===== src/design/bnsu_pkg.sv =====
// Shared types and constants for the boolean network synchronous update block.
// No dependencies; imported by every module of the block.
`default_nettype none

package bnsu_pkg;

    // Default sizes, handed to the top level parameters.
    localparam int MAX_GENES_DEF  = 32;
    localparam int MAX_INPUTS_DEF = 4;

    // Fixed field widths of the item and register interface.
    localparam int ACTION_W   = 2;
    localparam int GENE_W     = 5;
    localparam int SLOT_W     = 2;
    localparam int SRC_W      = 6;
    localparam int COL_W      = 16;
    localparam int VEC_W      = 32;
    localparam int AGENES_W   = 6;
    localparam int AINPUTS_W  = 3;
    localparam int CFG_IDX_W  = 1;
    localparam int CFG_DATA_W = 6;

    // Lookup index bits that address one truth column.
    localparam int COL_IDX_W = 4;

    // Register reset values.
    localparam logic [AGENES_W-1:0]  AGENES_RST  = 6'd32;
    localparam logic [AINPUTS_W-1:0] AINPUTS_RST = 3'd4;

    typedef enum logic [ACTION_W-1:0] {
        ACT_WIRE   = 2'd0,
        ACT_COLUMN = 2'd1,
        ACT_STATE  = 2'd2,
        ACT_STEP   = 2'd3
    } action_t;

    typedef enum logic [CFG_IDX_W-1:0] {
        CFG_ACTIVE_GENES  = 1'b0,
        CFG_ACTIVE_INPUTS = 1'b1
    } cfg_reg_t;

    typedef enum logic [1:0] {
        ST_IDLE,
        ST_RUN,
        ST_FINISH
    } fsm_t;

    // Table write request from the sequencer.
    typedef struct packed {
        logic              wire_we;
        logic              col_we;
        logic [GENE_W-1:0] gene;
        logic [SLOT_W-1:0] slot;
        logic [SRC_W-1:0]  src;
        logic [COL_W-1:0]  column;
    } tbl_wr_t;

    // Per-gene evaluation result.
    typedef struct packed {
        logic used;
        logic nbit;
    } eval_res_t;

endpackage

`default_nettype wire


===== src/design/bnsu_tables.sv =====
// Wiring and truth column storage: one memory per wiring slot plus the column memory.
// Row valid flops make unwritten wiring rows read as unused. Depends on bnsu_pkg.
`default_nettype none

module bnsu_tables #(
    parameter int MAX_GENES  = bnsu_pkg::MAX_GENES_DEF,
    parameter int MAX_INPUTS = bnsu_pkg::MAX_INPUTS_DEF,
    localparam int GIdxW     = (MAX_GENES > 1) ? $clog2(MAX_GENES) : 1
) (
    input  wire logic                                          clk,
    input  wire logic                                          rst_n,
    input  wire bnsu_pkg::tbl_wr_t                             wr,
    input  wire logic [GIdxW-1:0]                              rd_addr,
    output logic      [MAX_INPUTS-1:0][bnsu_pkg::SRC_W-1:0]    src,
    output logic      [bnsu_pkg::COL_W-1:0]                    column
);
    import bnsu_pkg::*;

    logic [MAX_GENES-1:0] row_valid_reg;
    logic                 rv_q_reg;
    logic [GIdxW-1:0]     wr_addr;
    logic                 wire_ok;
    logic                 col_ok;
    logic [COL_W-1:0]     col_mem [MAX_GENES];
    logic [COL_W-1:0]     col_q_reg;

    assign wr_addr = GIdxW'(wr.gene);
    assign col_ok  = wr.col_we && (int'(wr.gene) < MAX_GENES);
    assign wire_ok = wr.wire_we && (int'(wr.gene) < MAX_GENES)
                     && (int'(wr.slot) < MAX_INPUTS);

    always_ff @(posedge clk or negedge rst_n)
    begin
        if (!rst_n)
        begin
            row_valid_reg <= '0;
        end
        else if (wire_ok)
        begin
            row_valid_reg[wr_addr] <= 1'b1;
        end
    end

    always_ff @(posedge clk)
    begin
        rv_q_reg <= row_valid_reg[rd_addr];
    end

    // First write into a row zeroes the other slots of that row.
    for (genvar s = 0; s < MAX_INPUTS; s++)
    begin : g_slot
        logic [SRC_W-1:0] wire_mem [MAX_GENES];
        logic [SRC_W-1:0] q_reg;
        logic             hit;

        assign hit = (int'(wr.slot) == s);

        always_ff @(posedge clk)
        begin
            if (wire_ok && (hit || !row_valid_reg[wr_addr]))
            begin
                wire_mem[wr_addr] <= hit ? wr.src : '0;
            end
            q_reg <= wire_mem[rd_addr];
        end

        assign src[s] = rv_q_reg ? q_reg : '0;
    end

    always_ff @(posedge clk)
    begin
        if (col_ok)
        begin
            col_mem[wr_addr] <= wr.column;
        end
        col_q_reg <= col_mem[rd_addr];
    end

    assign column = col_q_reg;

endmodule

`default_nettype wire


===== src/design/bnsu_eval.sv =====
// Gene evaluator: builds the lookup index from the used sources and picks the column bit.
// Shared by every gene of a step. Depends on bnsu_pkg.
`default_nettype none

module bnsu_eval #(
    parameter int MAX_GENES  = bnsu_pkg::MAX_GENES_DEF,
    parameter int MAX_INPUTS = bnsu_pkg::MAX_INPUTS_DEF
) (
    input  wire logic [MAX_INPUTS-1:0][bnsu_pkg::SRC_W-1:0] src,
    input  wire logic [bnsu_pkg::COL_W-1:0]                 column,
    input  wire logic [MAX_GENES-1:0]                       state_vec,
    input  wire logic [bnsu_pkg::AINPUTS_W-1:0]             active_inputs,
    output bnsu_pkg::eval_res_t                             res
);
    import bnsu_pkg::*;

    always_comb
    begin
        logic [COL_IDX_W-1:0] idx;
        logic                 ovf;
        logic                 used;
        logic [MAX_GENES-1:0] shifted;

        idx  = '0;
        ovf  = 1'b0;
        used = 1'b0;
        for (int s = 0; s < MAX_INPUTS; s++)
        begin
            // sources past the last gene shift out to zero
            shifted = state_vec >> (src[s] - SRC_W'(1));
            if ((int'(active_inputs) > s) && (src[s] != '0))
            begin
                used = 1'b1;
                ovf  = ovf | idx[COL_IDX_W-1];
                idx  = {idx[COL_IDX_W-2:0], shifted[0]};
            end
        end
        res.used = used;
        // index past the column gives a 0 state
        res.nbit = ovf ? 1'b0 : column[idx];
    end

endmodule

`default_nettype wire


===== src/design/boolean_network_sync_update.sv =====
// Top level of the boolean network synchronous update block: sequencer, state and registers.
// Instantiates bnsu_tables and bnsu_eval; depends on bnsu_pkg.
//
//  Channel   Signals                                       Direction
//  -------   --------------------------------------------  ---------
//  in        in_valid/in_stall + action..state_vector_in   into block
//  out       out_valid/out_stall + state_vector_out        out of block
//  cfg       cfg_write, cfg_index, cfg_data                into block
//
// Load actions complete in their transfer cycle. A step sweeps min(active_genes, MAX_GENES) genes
// in the run state, then waits in the finish state until the output register is free:
// one wiring row and one truth column are read per cycle from the single table read port.
// in_stall is high from step transfer until its result is parked in the output register.
// Loads are still taken while a result waits on out_stall.
// Reset is immediate: wiring rows are marked unused by valid flops, no clearing pass.
`default_nettype none

module boolean_network_sync_update #(
    parameter int MAX_GENES  = bnsu_pkg::MAX_GENES_DEF,
    parameter int MAX_INPUTS = bnsu_pkg::MAX_INPUTS_DEF
) (
    input  wire logic                                clk,
    input  wire logic                                rst_n,
    input  wire logic                                in_valid,
    output logic                                     in_stall,
    input  wire logic [bnsu_pkg::ACTION_W-1:0]       action,
    input  wire logic [bnsu_pkg::GENE_W-1:0]         gene,
    input  wire logic [bnsu_pkg::SLOT_W-1:0]         slot,
    input  wire logic [bnsu_pkg::SRC_W-1:0]          source_gene,
    input  wire logic [bnsu_pkg::COL_W-1:0]          truth_column,
    input  wire logic [bnsu_pkg::VEC_W-1:0]          state_vector_in,
    output logic                                     out_valid,
    input  wire logic                                out_stall,
    output logic      [bnsu_pkg::VEC_W-1:0]          state_vector_out,
    input  wire logic                                cfg_write,
    input  wire logic [bnsu_pkg::CFG_IDX_W-1:0]      cfg_index,
    input  wire logic [bnsu_pkg::CFG_DATA_W-1:0]     cfg_data
);
    import bnsu_pkg::*;

    localparam int GIdxW = (MAX_GENES > 1) ? $clog2(MAX_GENES) : 1;
    localparam int CntW  = $clog2(MAX_GENES + 1);

    // Sequencer state
    fsm_t                  fsm_reg, fsm_next;
    logic [CntW-1:0]       rd_cnt_reg, rd_cnt_next;
    logic                  ev_valid_reg, ev_valid_next;
    logic [GIdxW-1:0]      ev_gene_reg, ev_gene_next;

    // Network state: gene_states_reg is the held vector, next_vec_reg collects the step
    logic [MAX_GENES-1:0]  gene_states_reg, gene_states_next;
    logic [MAX_GENES-1:0]  next_vec_reg, next_vec_next;

    // Output register
    logic                  out_valid_reg, out_valid_next;
    logic [VEC_W-1:0]      out_data_reg, out_data_next;

    // Configuration
    logic [AGENES_W-1:0]   active_genes_reg;
    logic [AINPUTS_W-1:0]  active_inputs_reg;

    logic                  in_xfer;
    logic                  rd_more;
    logic [CntW-1:0]       gene_limit;
    logic [GIdxW-1:0]      rd_addr;
    tbl_wr_t               tbl_wr;
    eval_res_t             ev_res;

    logic [MAX_INPUTS-1:0][SRC_W-1:0] tbl_src;
    logic [COL_W-1:0]                 tbl_col;

    assign in_stall         = (fsm_reg != ST_IDLE);
    assign in_xfer          = in_valid && !in_stall;
    assign out_valid        = out_valid_reg;
    assign state_vector_out = out_data_reg;

    // Register values above the maximum saturate.
    assign gene_limit = (int'(active_genes_reg) > MAX_GENES) ? CntW'(MAX_GENES)
                                                             : CntW'(active_genes_reg);
    assign rd_more    = (rd_cnt_reg < gene_limit);
    assign rd_addr    = rd_cnt_reg[GIdxW-1:0];

    // Loads go straight to the tables in the transfer cycle.
    always_comb
    begin
        tbl_wr.wire_we = in_xfer && (action_t'(action) == ACT_WIRE);
        tbl_wr.col_we  = in_xfer && (action_t'(action) == ACT_COLUMN);
        tbl_wr.gene    = gene;
        tbl_wr.slot    = slot;
        tbl_wr.src     = source_gene;
        tbl_wr.column  = truth_column;
    end

    bnsu_tables #(
        .MAX_GENES  (MAX_GENES),
        .MAX_INPUTS (MAX_INPUTS)
    ) u_tables (
        .clk     (clk),
        .rst_n   (rst_n),
        .wr      (tbl_wr),
        .rd_addr (rd_addr),
        .src     (tbl_src),
        .column  (tbl_col)
    );

    // Evaluates the gene whose row was read last cycle, against the old state.
    bnsu_eval #(
        .MAX_GENES  (MAX_GENES),
        .MAX_INPUTS (MAX_INPUTS)
    ) u_eval (
        .src           (tbl_src),
        .column        (tbl_col),
        .state_vec     (gene_states_reg),
        .active_inputs (active_inputs_reg),
        .res           (ev_res)
    );

    always_comb
    begin
        fsm_next         = fsm_reg;
        rd_cnt_next      = rd_cnt_reg;
        ev_valid_next    = 1'b0;
        ev_gene_next     = ev_gene_reg;
        gene_states_next = gene_states_reg;
        next_vec_next    = next_vec_reg;
        out_valid_next   = out_valid_reg && out_stall;
        out_data_next    = out_data_reg;

        unique case (fsm_reg)
            ST_IDLE:
            begin
                if (in_xfer)
                begin
                    unique case (action_t'(action))
                        ACT_WIRE, ACT_COLUMN:
                        begin
                            // handled by the table write port
                        end
                        ACT_STATE:
                        begin
                            gene_states_next = MAX_GENES'(state_vector_in);
                        end
                        ACT_STEP:
                        begin
                            next_vec_next = gene_states_reg;
                            rd_cnt_next   = '0;
                            fsm_next      = ST_RUN;
                        end
                    endcase
                end
            end
            ST_RUN:
            begin
                // read gene rd_cnt while evaluating the previous one
                if (rd_more)
                begin
                    ev_valid_next = 1'b1;
                    ev_gene_next  = rd_addr;
                    rd_cnt_next   = rd_cnt_reg + CntW'(1);
                end
                else if (!ev_valid_reg)
                begin
                    fsm_next = ST_FINISH;
                end
                if (ev_valid_reg && ev_res.used)
                begin
                    next_vec_next[ev_gene_reg] = ev_res.nbit;
                end
            end
            ST_FINISH:
            begin
                if (!out_valid_reg || !out_stall)
                begin
                    gene_states_next = next_vec_reg;
                    out_data_next    = VEC_W'(next_vec_reg);
                    out_valid_next   = 1'b1;
                    fsm_next         = ST_IDLE;
                end
            end
            default:
            begin
                fsm_next = ST_IDLE;
            end
        endcase
    end

    always_ff @(posedge clk or negedge rst_n)
    begin
        if (!rst_n)
        begin
            fsm_reg <= ST_IDLE;
        end
        else
        begin
            fsm_reg <= fsm_next;
        end
    end

    always_ff @(posedge clk or negedge rst_n)
    begin
        if (!rst_n)
        begin
            rd_cnt_reg      <= '0;
            ev_valid_reg    <= 1'b0;
            gene_states_reg <= '0;
            out_valid_reg   <= 1'b0;
        end
        else
        begin
            rd_cnt_reg      <= rd_cnt_next;
            ev_valid_reg    <= ev_valid_next;
            gene_states_reg <= gene_states_next;
            out_valid_reg   <= out_valid_next;
        end
    end

    always_ff @(posedge clk)
    begin
        ev_gene_reg  <= ev_gene_next;
        next_vec_reg <= next_vec_next;
        out_data_reg <= out_data_next;
    end

    // Configuration registers
    always_ff @(posedge clk or negedge rst_n)
    begin
        if (!rst_n)
        begin
            active_genes_reg  <= AGENES_RST;
            active_inputs_reg <= AINPUTS_RST;
        end
        else if (cfg_write)
        begin
            unique case (cfg_reg_t'(cfg_index))
                CFG_ACTIVE_GENES:  active_genes_reg  <= cfg_data[AGENES_W-1:0];
                CFG_ACTIVE_INPUTS: active_inputs_reg <= cfg_data[AINPUTS_W-1:0];
            endcase
        end
    end

    // An evaluation slot only exists while a step is running.
    a_eval_in_run: assert property (@(posedge clk) disable iff (!rst_n)
        ev_valid_reg |-> fsm_reg == ST_RUN)
        else $error("evaluation pending outside a step");

    // A result only appears at the end of a step.
    a_out_from_finish: assert property (@(posedge clk) disable iff (!rst_n)
        $rose(out_valid_reg) |-> $past(fsm_reg) == ST_FINISH)
        else $error("result appeared without a finished step");

    // A step transfer starts the gene sweep.
    a_step_starts: assert property (@(posedge clk) disable iff (!rst_n)
        (in_xfer && action_t'(action) == ACT_STEP) |=> fsm_reg == ST_RUN)
        else $error("step transfer did not start the sweep");

endmodule

`default_nettype wire

===== config.mk =====
export PLATFORM = sky130hd
export DESIGN_NAME = boolean_network_sync_update
export DESIGN_NICKNAME = d
export VERILOG_FILES = /design/src/design/bnsu_pkg.sv /design/src/design/bnsu_tables.sv /design/src/design/bnsu_eval.sv /design/src/design/boolean_network_sync_update.sv
export SDC_FILE = /design/constraint.sdc
export NUM_CORES = 2
export LEC_CHECK = 0
export BUFFER_PORTS_ARGS = -buffer_cell sky130_fd_sc_hd__buf_2
export CORE_MARGIN = 4
export CORE_UTILIZATION = 30
export CTS_BUF_LIST = sky130_fd_sc_hd__clkbuf_16
export CTS_CLUSTER_DIAMETER = 60
export DETAILED_ROUTE_END_ITERATION = 12
export PLACE_DENSITY = 0.51
export SLEW_MARGIN = 20
export SYNTH_ARGS = -nofsm -noshare
export SYNTH_HDL_FRONTEND = slang
export SYNTH_SLANG_ARGS = --single-unit
export TNS_END_PERCENT = 5

===== constraint.sdc =====
create_clock -name clk -period 6.7 [get_ports clk]
set_clock_uncertainty 0.1 [all_clocks]
set_input_delay 0.67 -clock clk [delete_from_list [all_inputs] [get_ports clk]]
set_output_delay 0.67 -clock clk [all_outputs]
set_load 0.1 [all_outputs]

Word-level counts from Yosys, hierarchy flattened --
Memories as Yosys holds them, arrays and structs flattened. A register that Yosys moved wholly into a read port is not among the register bits. Index checks and enable logic that the tools add are counted.
Storage, ports and cells: register bits 153, latch bits 0, bits in writable memories 1280, memory bits (read-only) 0, input port bits 75, output and inout bits 34, word-level logic and storage cells 164, memories kept 5
Memories:
- u_tables.col_mem | depth 32, width 16, read ports 1, clocked after Yosys merged registers in 1, wr ports 1, line bnsu_tables.sv:24 | logic [COL_W-1:0] col_mem [MAX_GENES];
- u_tables.g_slot[0].wire_mem | depth 32, width 6, read ports 1, clocked after Yosys merged registers in 1, wr ports 1, line bnsu_tables.sv:52 | logic [SRC_W-1:0] wire_mem [MAX_GENES];
- u_tables.g_slot[1].wire_mem | depth 32, width 6, read ports 1, clocked after Yosys merged registers in 1, wr ports 1, line bnsu_tables.sv:52
- u_tables.g_slot[2].wire_mem | depth 32, width 6, read ports 1, clocked after Yosys merged registers in 1, wr ports 1, line bnsu_tables.sv:52
- u_tables.g_slot[3].wire_mem | depth 32, width 6, read ports 1, clocked after Yosys merged registers in 1, wr ports 1, line bnsu_tables.sv:52
Operators by class: add/subtract/negate cells 5, multipliers 0, div/mod/pow operators 0, order comparisons 12, eq/ne operators 16, shifts and indexed selects 4, multiplexer cells 64, bitwise operators 4, reduce and logical (&&, ||, !) cells 42
Operator list (number):
- $mux W32 | 6
- $pmux W32 S2 | 2
- $shr A32 B6 Y1 | 4
- $mux W6 | 12
- $bwmux W32 | 1
- $or A32 B32 Y32 | 1
- $mux W1 | 28
- $reduce_bool A6 Y1 | 4
- $sub A6 B1 Y6 const B | 4
- $lt A5 B6 Y1 const B | 3
- $logic_and A1 B1 Y1 | 15
- $mux W4 | 3
- $ne A2 B2 Y1 const B | 6
- $pmux W6 S2 | 1
- $reduce_and A4 Y1 | 3
- $bmux W1 S5 | 2
- $demux W1 S5 | 2
- $eq A2 B2 Y1 const B | 5
- $ge A5 B1 Y1 const B | 2
- $mux W2 | 5
- $reduce_and A2 Y1 | 4
- $add A6 B1 Y6 const B | 1
- $eq A2 B1 Y1 const B | 3
- $gt A3 B1 Y1 const B | 2
- other kinds (14) | 28

Depth between registers and ports, before layout --
depth in word-level cells 13, mapped depth 22, depth with buffers taken out 15

Modules after synthesis --
Synthesis repeated with hierarchy kept, for this count alone.
Unflattened totals: cells, all modules 3078, area total of the unflattened synthesis 60057.6 um^2
By module, submodules not included:
- bnsu_tables | instances 1, cells an instance 2375, area an instance 52318.9 um^2, seq. area each 40058.4 um^2
- boolean_network_sync_update | instances 1, cells an instance 443, area an instance 5427.7 um^2, seq. area each 3350.7 um^2
- bnsu_eval | instances 1, cells an instance 260, area an instance 2311.0 um^2, seq. area each 0.0 um^2

Worst setup path before layout --
Ideal clock, no wire load.
path type flip-flop to flip-flop, from register u_tables.rv_q_reg, to register next_vec_reg[10] (data pin), setup time 0.255 ns, arrival 4.715 ns, required time 6.345 ns, setup slack 1.630 ns, stages on the path, launching flop included 20, path buffers 7, period minus slack after synthesis 5.070 ns, cell sequence dfxtp_1 buf_2 buf_2 buf_1 clkbuf_1 nand2_1 ha_1 clkbuf_1 clkbuf_1 mux4_2 mux4_2 nand3_1 o21ai_0 a21oi_4 mux2_1 a211oi_1 nor2b_1 o41a_1 buf_6 o21ai_2
Between the ends: cells in the longest elaborated chain, start to end 13, elaborated cells on any way between the ends 33, those cells by class add/sub (4); shift (4); mux (16); bitwise (1); reduce/logical (8)
RTL lines:
- start: declaration | line bnsu_tables.sv:20 | logic rv_q_reg;
- start signal: assignment | line bnsu_tables.sv:46 | rv_q_reg <= row_valid_reg[rd_addr];
- $mux W6 | line bnsu_tables.sv:67 | assign src[s] = rv_q_reg ? q_reg : '0;
- $sub A6 B1 Y6 / $reduce_bool A6 Y1 (equally long branches) | line bnsu_eval.sv:30, bnsu_eval.sv:31
- $shr A32 B6 Y1 / $logic_and A1 B1 Y1 (equally long branches) | line bnsu_eval.sv:30, bnsu_eval.sv:31
- $mux W1 | line bnsu_eval.sv:31 | if ((int'(active_inputs) > s) && (src[s] != '0))
- $mux W4 (3 in a row) | line bnsu_eval.sv:31
- $bmux W1 S4 | line bnsu_eval.sv:40 | res.nbit = ovf ? 1'b0 : column[idx];
- $mux W1 (implied by the code) | line bnsu_eval.sv:40
- $mux W1 * | line bnsu_eval.sv:40
- $bwmux W32 * | line boolean_network_sync_update.sv:167 | next_vec_next[ev_gene_reg] = ev_res.nbit;
- $mux W32 * | line boolean_network_sync_update.sv:165 | if (ev_valid_reg && ev_res.used)
- $pmux W32 S2 * | line boolean_network_sync_update.sv:129 | unique case (fsm_reg)
- named net next_vec_next[10] | line boolean_network_sync_update.sv:52 | logic [MAX_GENES-1:0] next_vec_reg, next_vec_next;
- end signal: assignment | line boolean_network_sync_update.sv:220 | next_vec_reg <= next_vec_next;
- end: declaration | line boolean_network_sync_update.sv:52
Mark *: on every way through the listed nets, which the timed path passes. The rest lies on a longest branch. The select of a mux whose other input is x is not followed. A chain may end at the register's enable or synchronous reset.

Worst setup path in the final report --
from register u_tables.rv_q_reg, to register next_vec_reg[31] (data pin)
The elaborated chain is that of the path after synthesis.

==> results.md <==
- Status: completed
- Maximum clock path buffer count: 3
- Leak: 21.9 nW
- Reg-to-reg startpoint: u_tables.rv_q_reg
- R2R setup slack: 840 ps
- Endpoint class of the critical path: flop
- DR pass1 iterations: 7
- Synth cell types: 73
- FF-to-FF End: next_vec_reg[31]
- Commonest non-fill, non-tap cells in the layout: 1349 x edfxtp_1, 436 x mux4_2, 181 x nand2_1, 165 x nor2_1, 155 x clkbuf_16
- Initial Util: 0.303
- Syn_nets: 3080
- Total GRT Usage: 0.146
- Die ar.: 205000 µm²
- Biggest regs: u_tables.g_slot.wire_mem: 768 flops, u_tables.col_mem: 512 flops
- Critical path class: reg2reg
- DP HPWL: 92600 µm
- Worst Hold Class: in2reg
- Number of synthesized flops with an enable pin: 1349
- Beginning of the worst hold path: cfg_data[5]
- Cells after DPL: 5623
- Design Power: 0.0235 W
- Share of post-route cells with drive strength above 1: 0.296
- Clock sink count: 1473
- Crit path cell chain: nand2_1 -> ha_1 -> xor2_1 -> mux2i_1 -> o22ai_1 -> mux4_2 -> o2111ai_1 -> a41oi_2 -> a22oi_1 -> o221ai_1 -> a211oi_1 -> o22a_1 -> o41a_2 -> o21ai_0
- Initial antenna violation count: 15
- Setup TNS: 0 ps
- TritonCTS clock tree: done
- Pre-CTS WS: 909 ps
- Syn_area_per_cell: 19.8 µm²
- Grt total ovfl: 0
- Drc violations: 0
- Die Y: 453 µm
- Post-Syn Area: 59300 µm²
- Top_reg_cell synth: edfxtp_1
- Initial DRC count: 2874
- Yosys reg bits: 1473
- Clock-pin slew on the worst setup and hold paths: 60 ps
- FFs w/ async S/R, synth: 0.0563
- Wire per inst: 25.4 µm
- Pin count of the biggest net entering global routing: 131
- Commonest non-fill, non-tap cell in the layout: edfxtp_1
- Biggest register: u_tables.g_slot.wire_mem
- Die extent in x: 453 µm
- Worst Path Required: 7090 ps
- Final min period: 5860 ps
- Seq/Total Area, Yosys: 0.732
- Cells after synthesis: 2992
- # nets final: 3242
- Worst-margin pin slew: 995 ps
- Root buffer cell: clkbuf_16
- Core Footprint: 196000 µm²
- Worst vdd ir: 0.306 mV
- Ports: 109
- Final GP Congestion: 0.809
- Vias in the first global route: 30193
- Vias per cell: 4.93
- Worst EP arrival: 6250 ps
- Worst Path Buf+Inv: 0
- Fin cells: 5912
- Type of origin of the critical path: flop
- Final Cycle Share: 0.875
- IO Port Bufs: 108
- Slowest Stage Delay on Critical Path: 740 ps
- Cell Pwr Density: 344 nW/µm²
- Final Hold Fails: 0
- H-tree Lvls: 4
- RSZ-0062 raised after global routing: false
- Critical-path top delay cell: o41a_2
- R2R depth: 14
- Area Overhead vs Synth: 14.8%
- Max FO, Critical Path: 32
- Rel. slew slack: 0.336
- Resize count post-CTS: 0
- Hold EP: active_genes_reg[5]
- # setup viols final: 0
- Total Wirelength: 150000 µm
- Maximum capacitance violations: 0
- Final WS setup: 835 ps
- # rows: 162
- Post CTS Setup Buffer Count: 0
- First-pass GRT wire length: 219000 µm
- Crit path max-delay family: compound AO/OA/AOI/OAI gates
- Hold Crit Depth: 3
- Worst-Skew Late Latency: 780 ps
- Vias post-DR: 29165
- Num CTS Buffers: 152
- Antenna viol nets, final: 0
- Final Core Density: 0.348
- Syn. warnings: 0
- Max reg flops: 768
- Final slew viol count: 0
- Fmax: 0.171 GHz
timing repair:
item,CTS,global route
hold buffers,1,0
endpoints found under the hold margin,36,0
setup endpoints to repair,0,0
worst max-delay path by stage:
stage | from | to | slack, ps | depth (start not counted)
4_1_cts | u_tables.rv_q_reg | next_vec_reg[0] | 910 | 14
6_report | u_tables.rv_q_reg | next_vec_reg[31] | 840 | 14
5_1_grt | u_tables.rv_q_reg | next_vec_reg[31] | 340 | 14
2_1_floorplan | u_tables.rv_q_reg | next_vec_reg[10] | 1630 | 19
3_5_place_dp | u_tables.rv_q_reg | next_vec_reg[0] | 910 | 14
3_3_place_gp | u_tables.rv_q_reg | next_vec_reg[31] | 1040 | 14
worst reg2reg max path: stages, from the launching register on:
cell       delay (ps)
dfxtp_2           720
nand2_1           340
ha_1              530
xor2_1            650
mux2i_1           290
o22ai_1           110
mux4_2            470
o2111ai_1         220
a41oi_2           180
a22oi_1           380
o221ai_1          160
a211oi_1          250
o22a_1            200
o41a_2            740
o21ai_0           250
power breakdown:
group          leakage [nW]  switching, W  internal (W)
sequential             13.9      0.000572        0.0103
combinational          5.48       0.00217       0.00218
clock                  2.52       0.00358       0.00462
synth_stat cells (all sizes together) (46+ instances only):
cell type / instances / share of area
nand2: 181 / 0.011
o21ai: 77 / 0.0078
nand2b: 48 / 0.0051
mux4: 436 / 0.17
a21oi: 46 / 0.0041
nor2: 200 / 0.013
buf: 48 / 0.0036
edfxtp: 1349 / 0.68
mux2i: 51 / 0.0086
mux2: 53 / 0.010
dfrtp: 81 / 0.034
clkbuf: 120 / 0.0076
layer usage:
layer | track usage | wire length, µm
met1 | 0.203 | 65500
met2 | 0.231 | 71000
met3 | 0.0326 | 9930
met4 | 0.0429 | 3700
met5 | 0 | 44
metrics by stage:
step | instance area, µm² | hold slack [ps]
4_1_cts | 68100 | 8.57
3_3_place_gp | 63200 | 336
6_report | 68100 | 67.0
5_1_grt | 68100 | 41.5
2_1_floorplan | 59300 | 274
3_5_place_dp | 63200 | 336
kinds of logic (layout without fill, tap and decap cells):
group                      after synthesis  in the layout  synth area share
and+or+nand+nor                        562            562            0.0435
AOI/OAI and AO/OA                      212            212            0.0243
other                                    0              9                 0
xor gates and xnor gates                12             12           0.00177
buffers and inverters                  180            467            0.0120
muxes                                  540            540             0.184
DFF                                   1473           1473             0.732
adders and majority gates               13             13           0.00274
cell type report:
| type | instances | area [µm²] |
|---|---|---|
| diodes | 9 | 22.5 |
| repair buffers | 176 | 1110 |
| clock inverters | 124 | 952 |
| fillers | 18368 | 128000 |
| clock buffers | 155 | 3880 |
| multi-input cells | 1339 | 15400 |
| well taps | 2624 | 3280 |
| inverters | 12 | 45.0 |
| flip-flops and latches | 1473 | 43400 |
(Power assumes the default switching activity.)
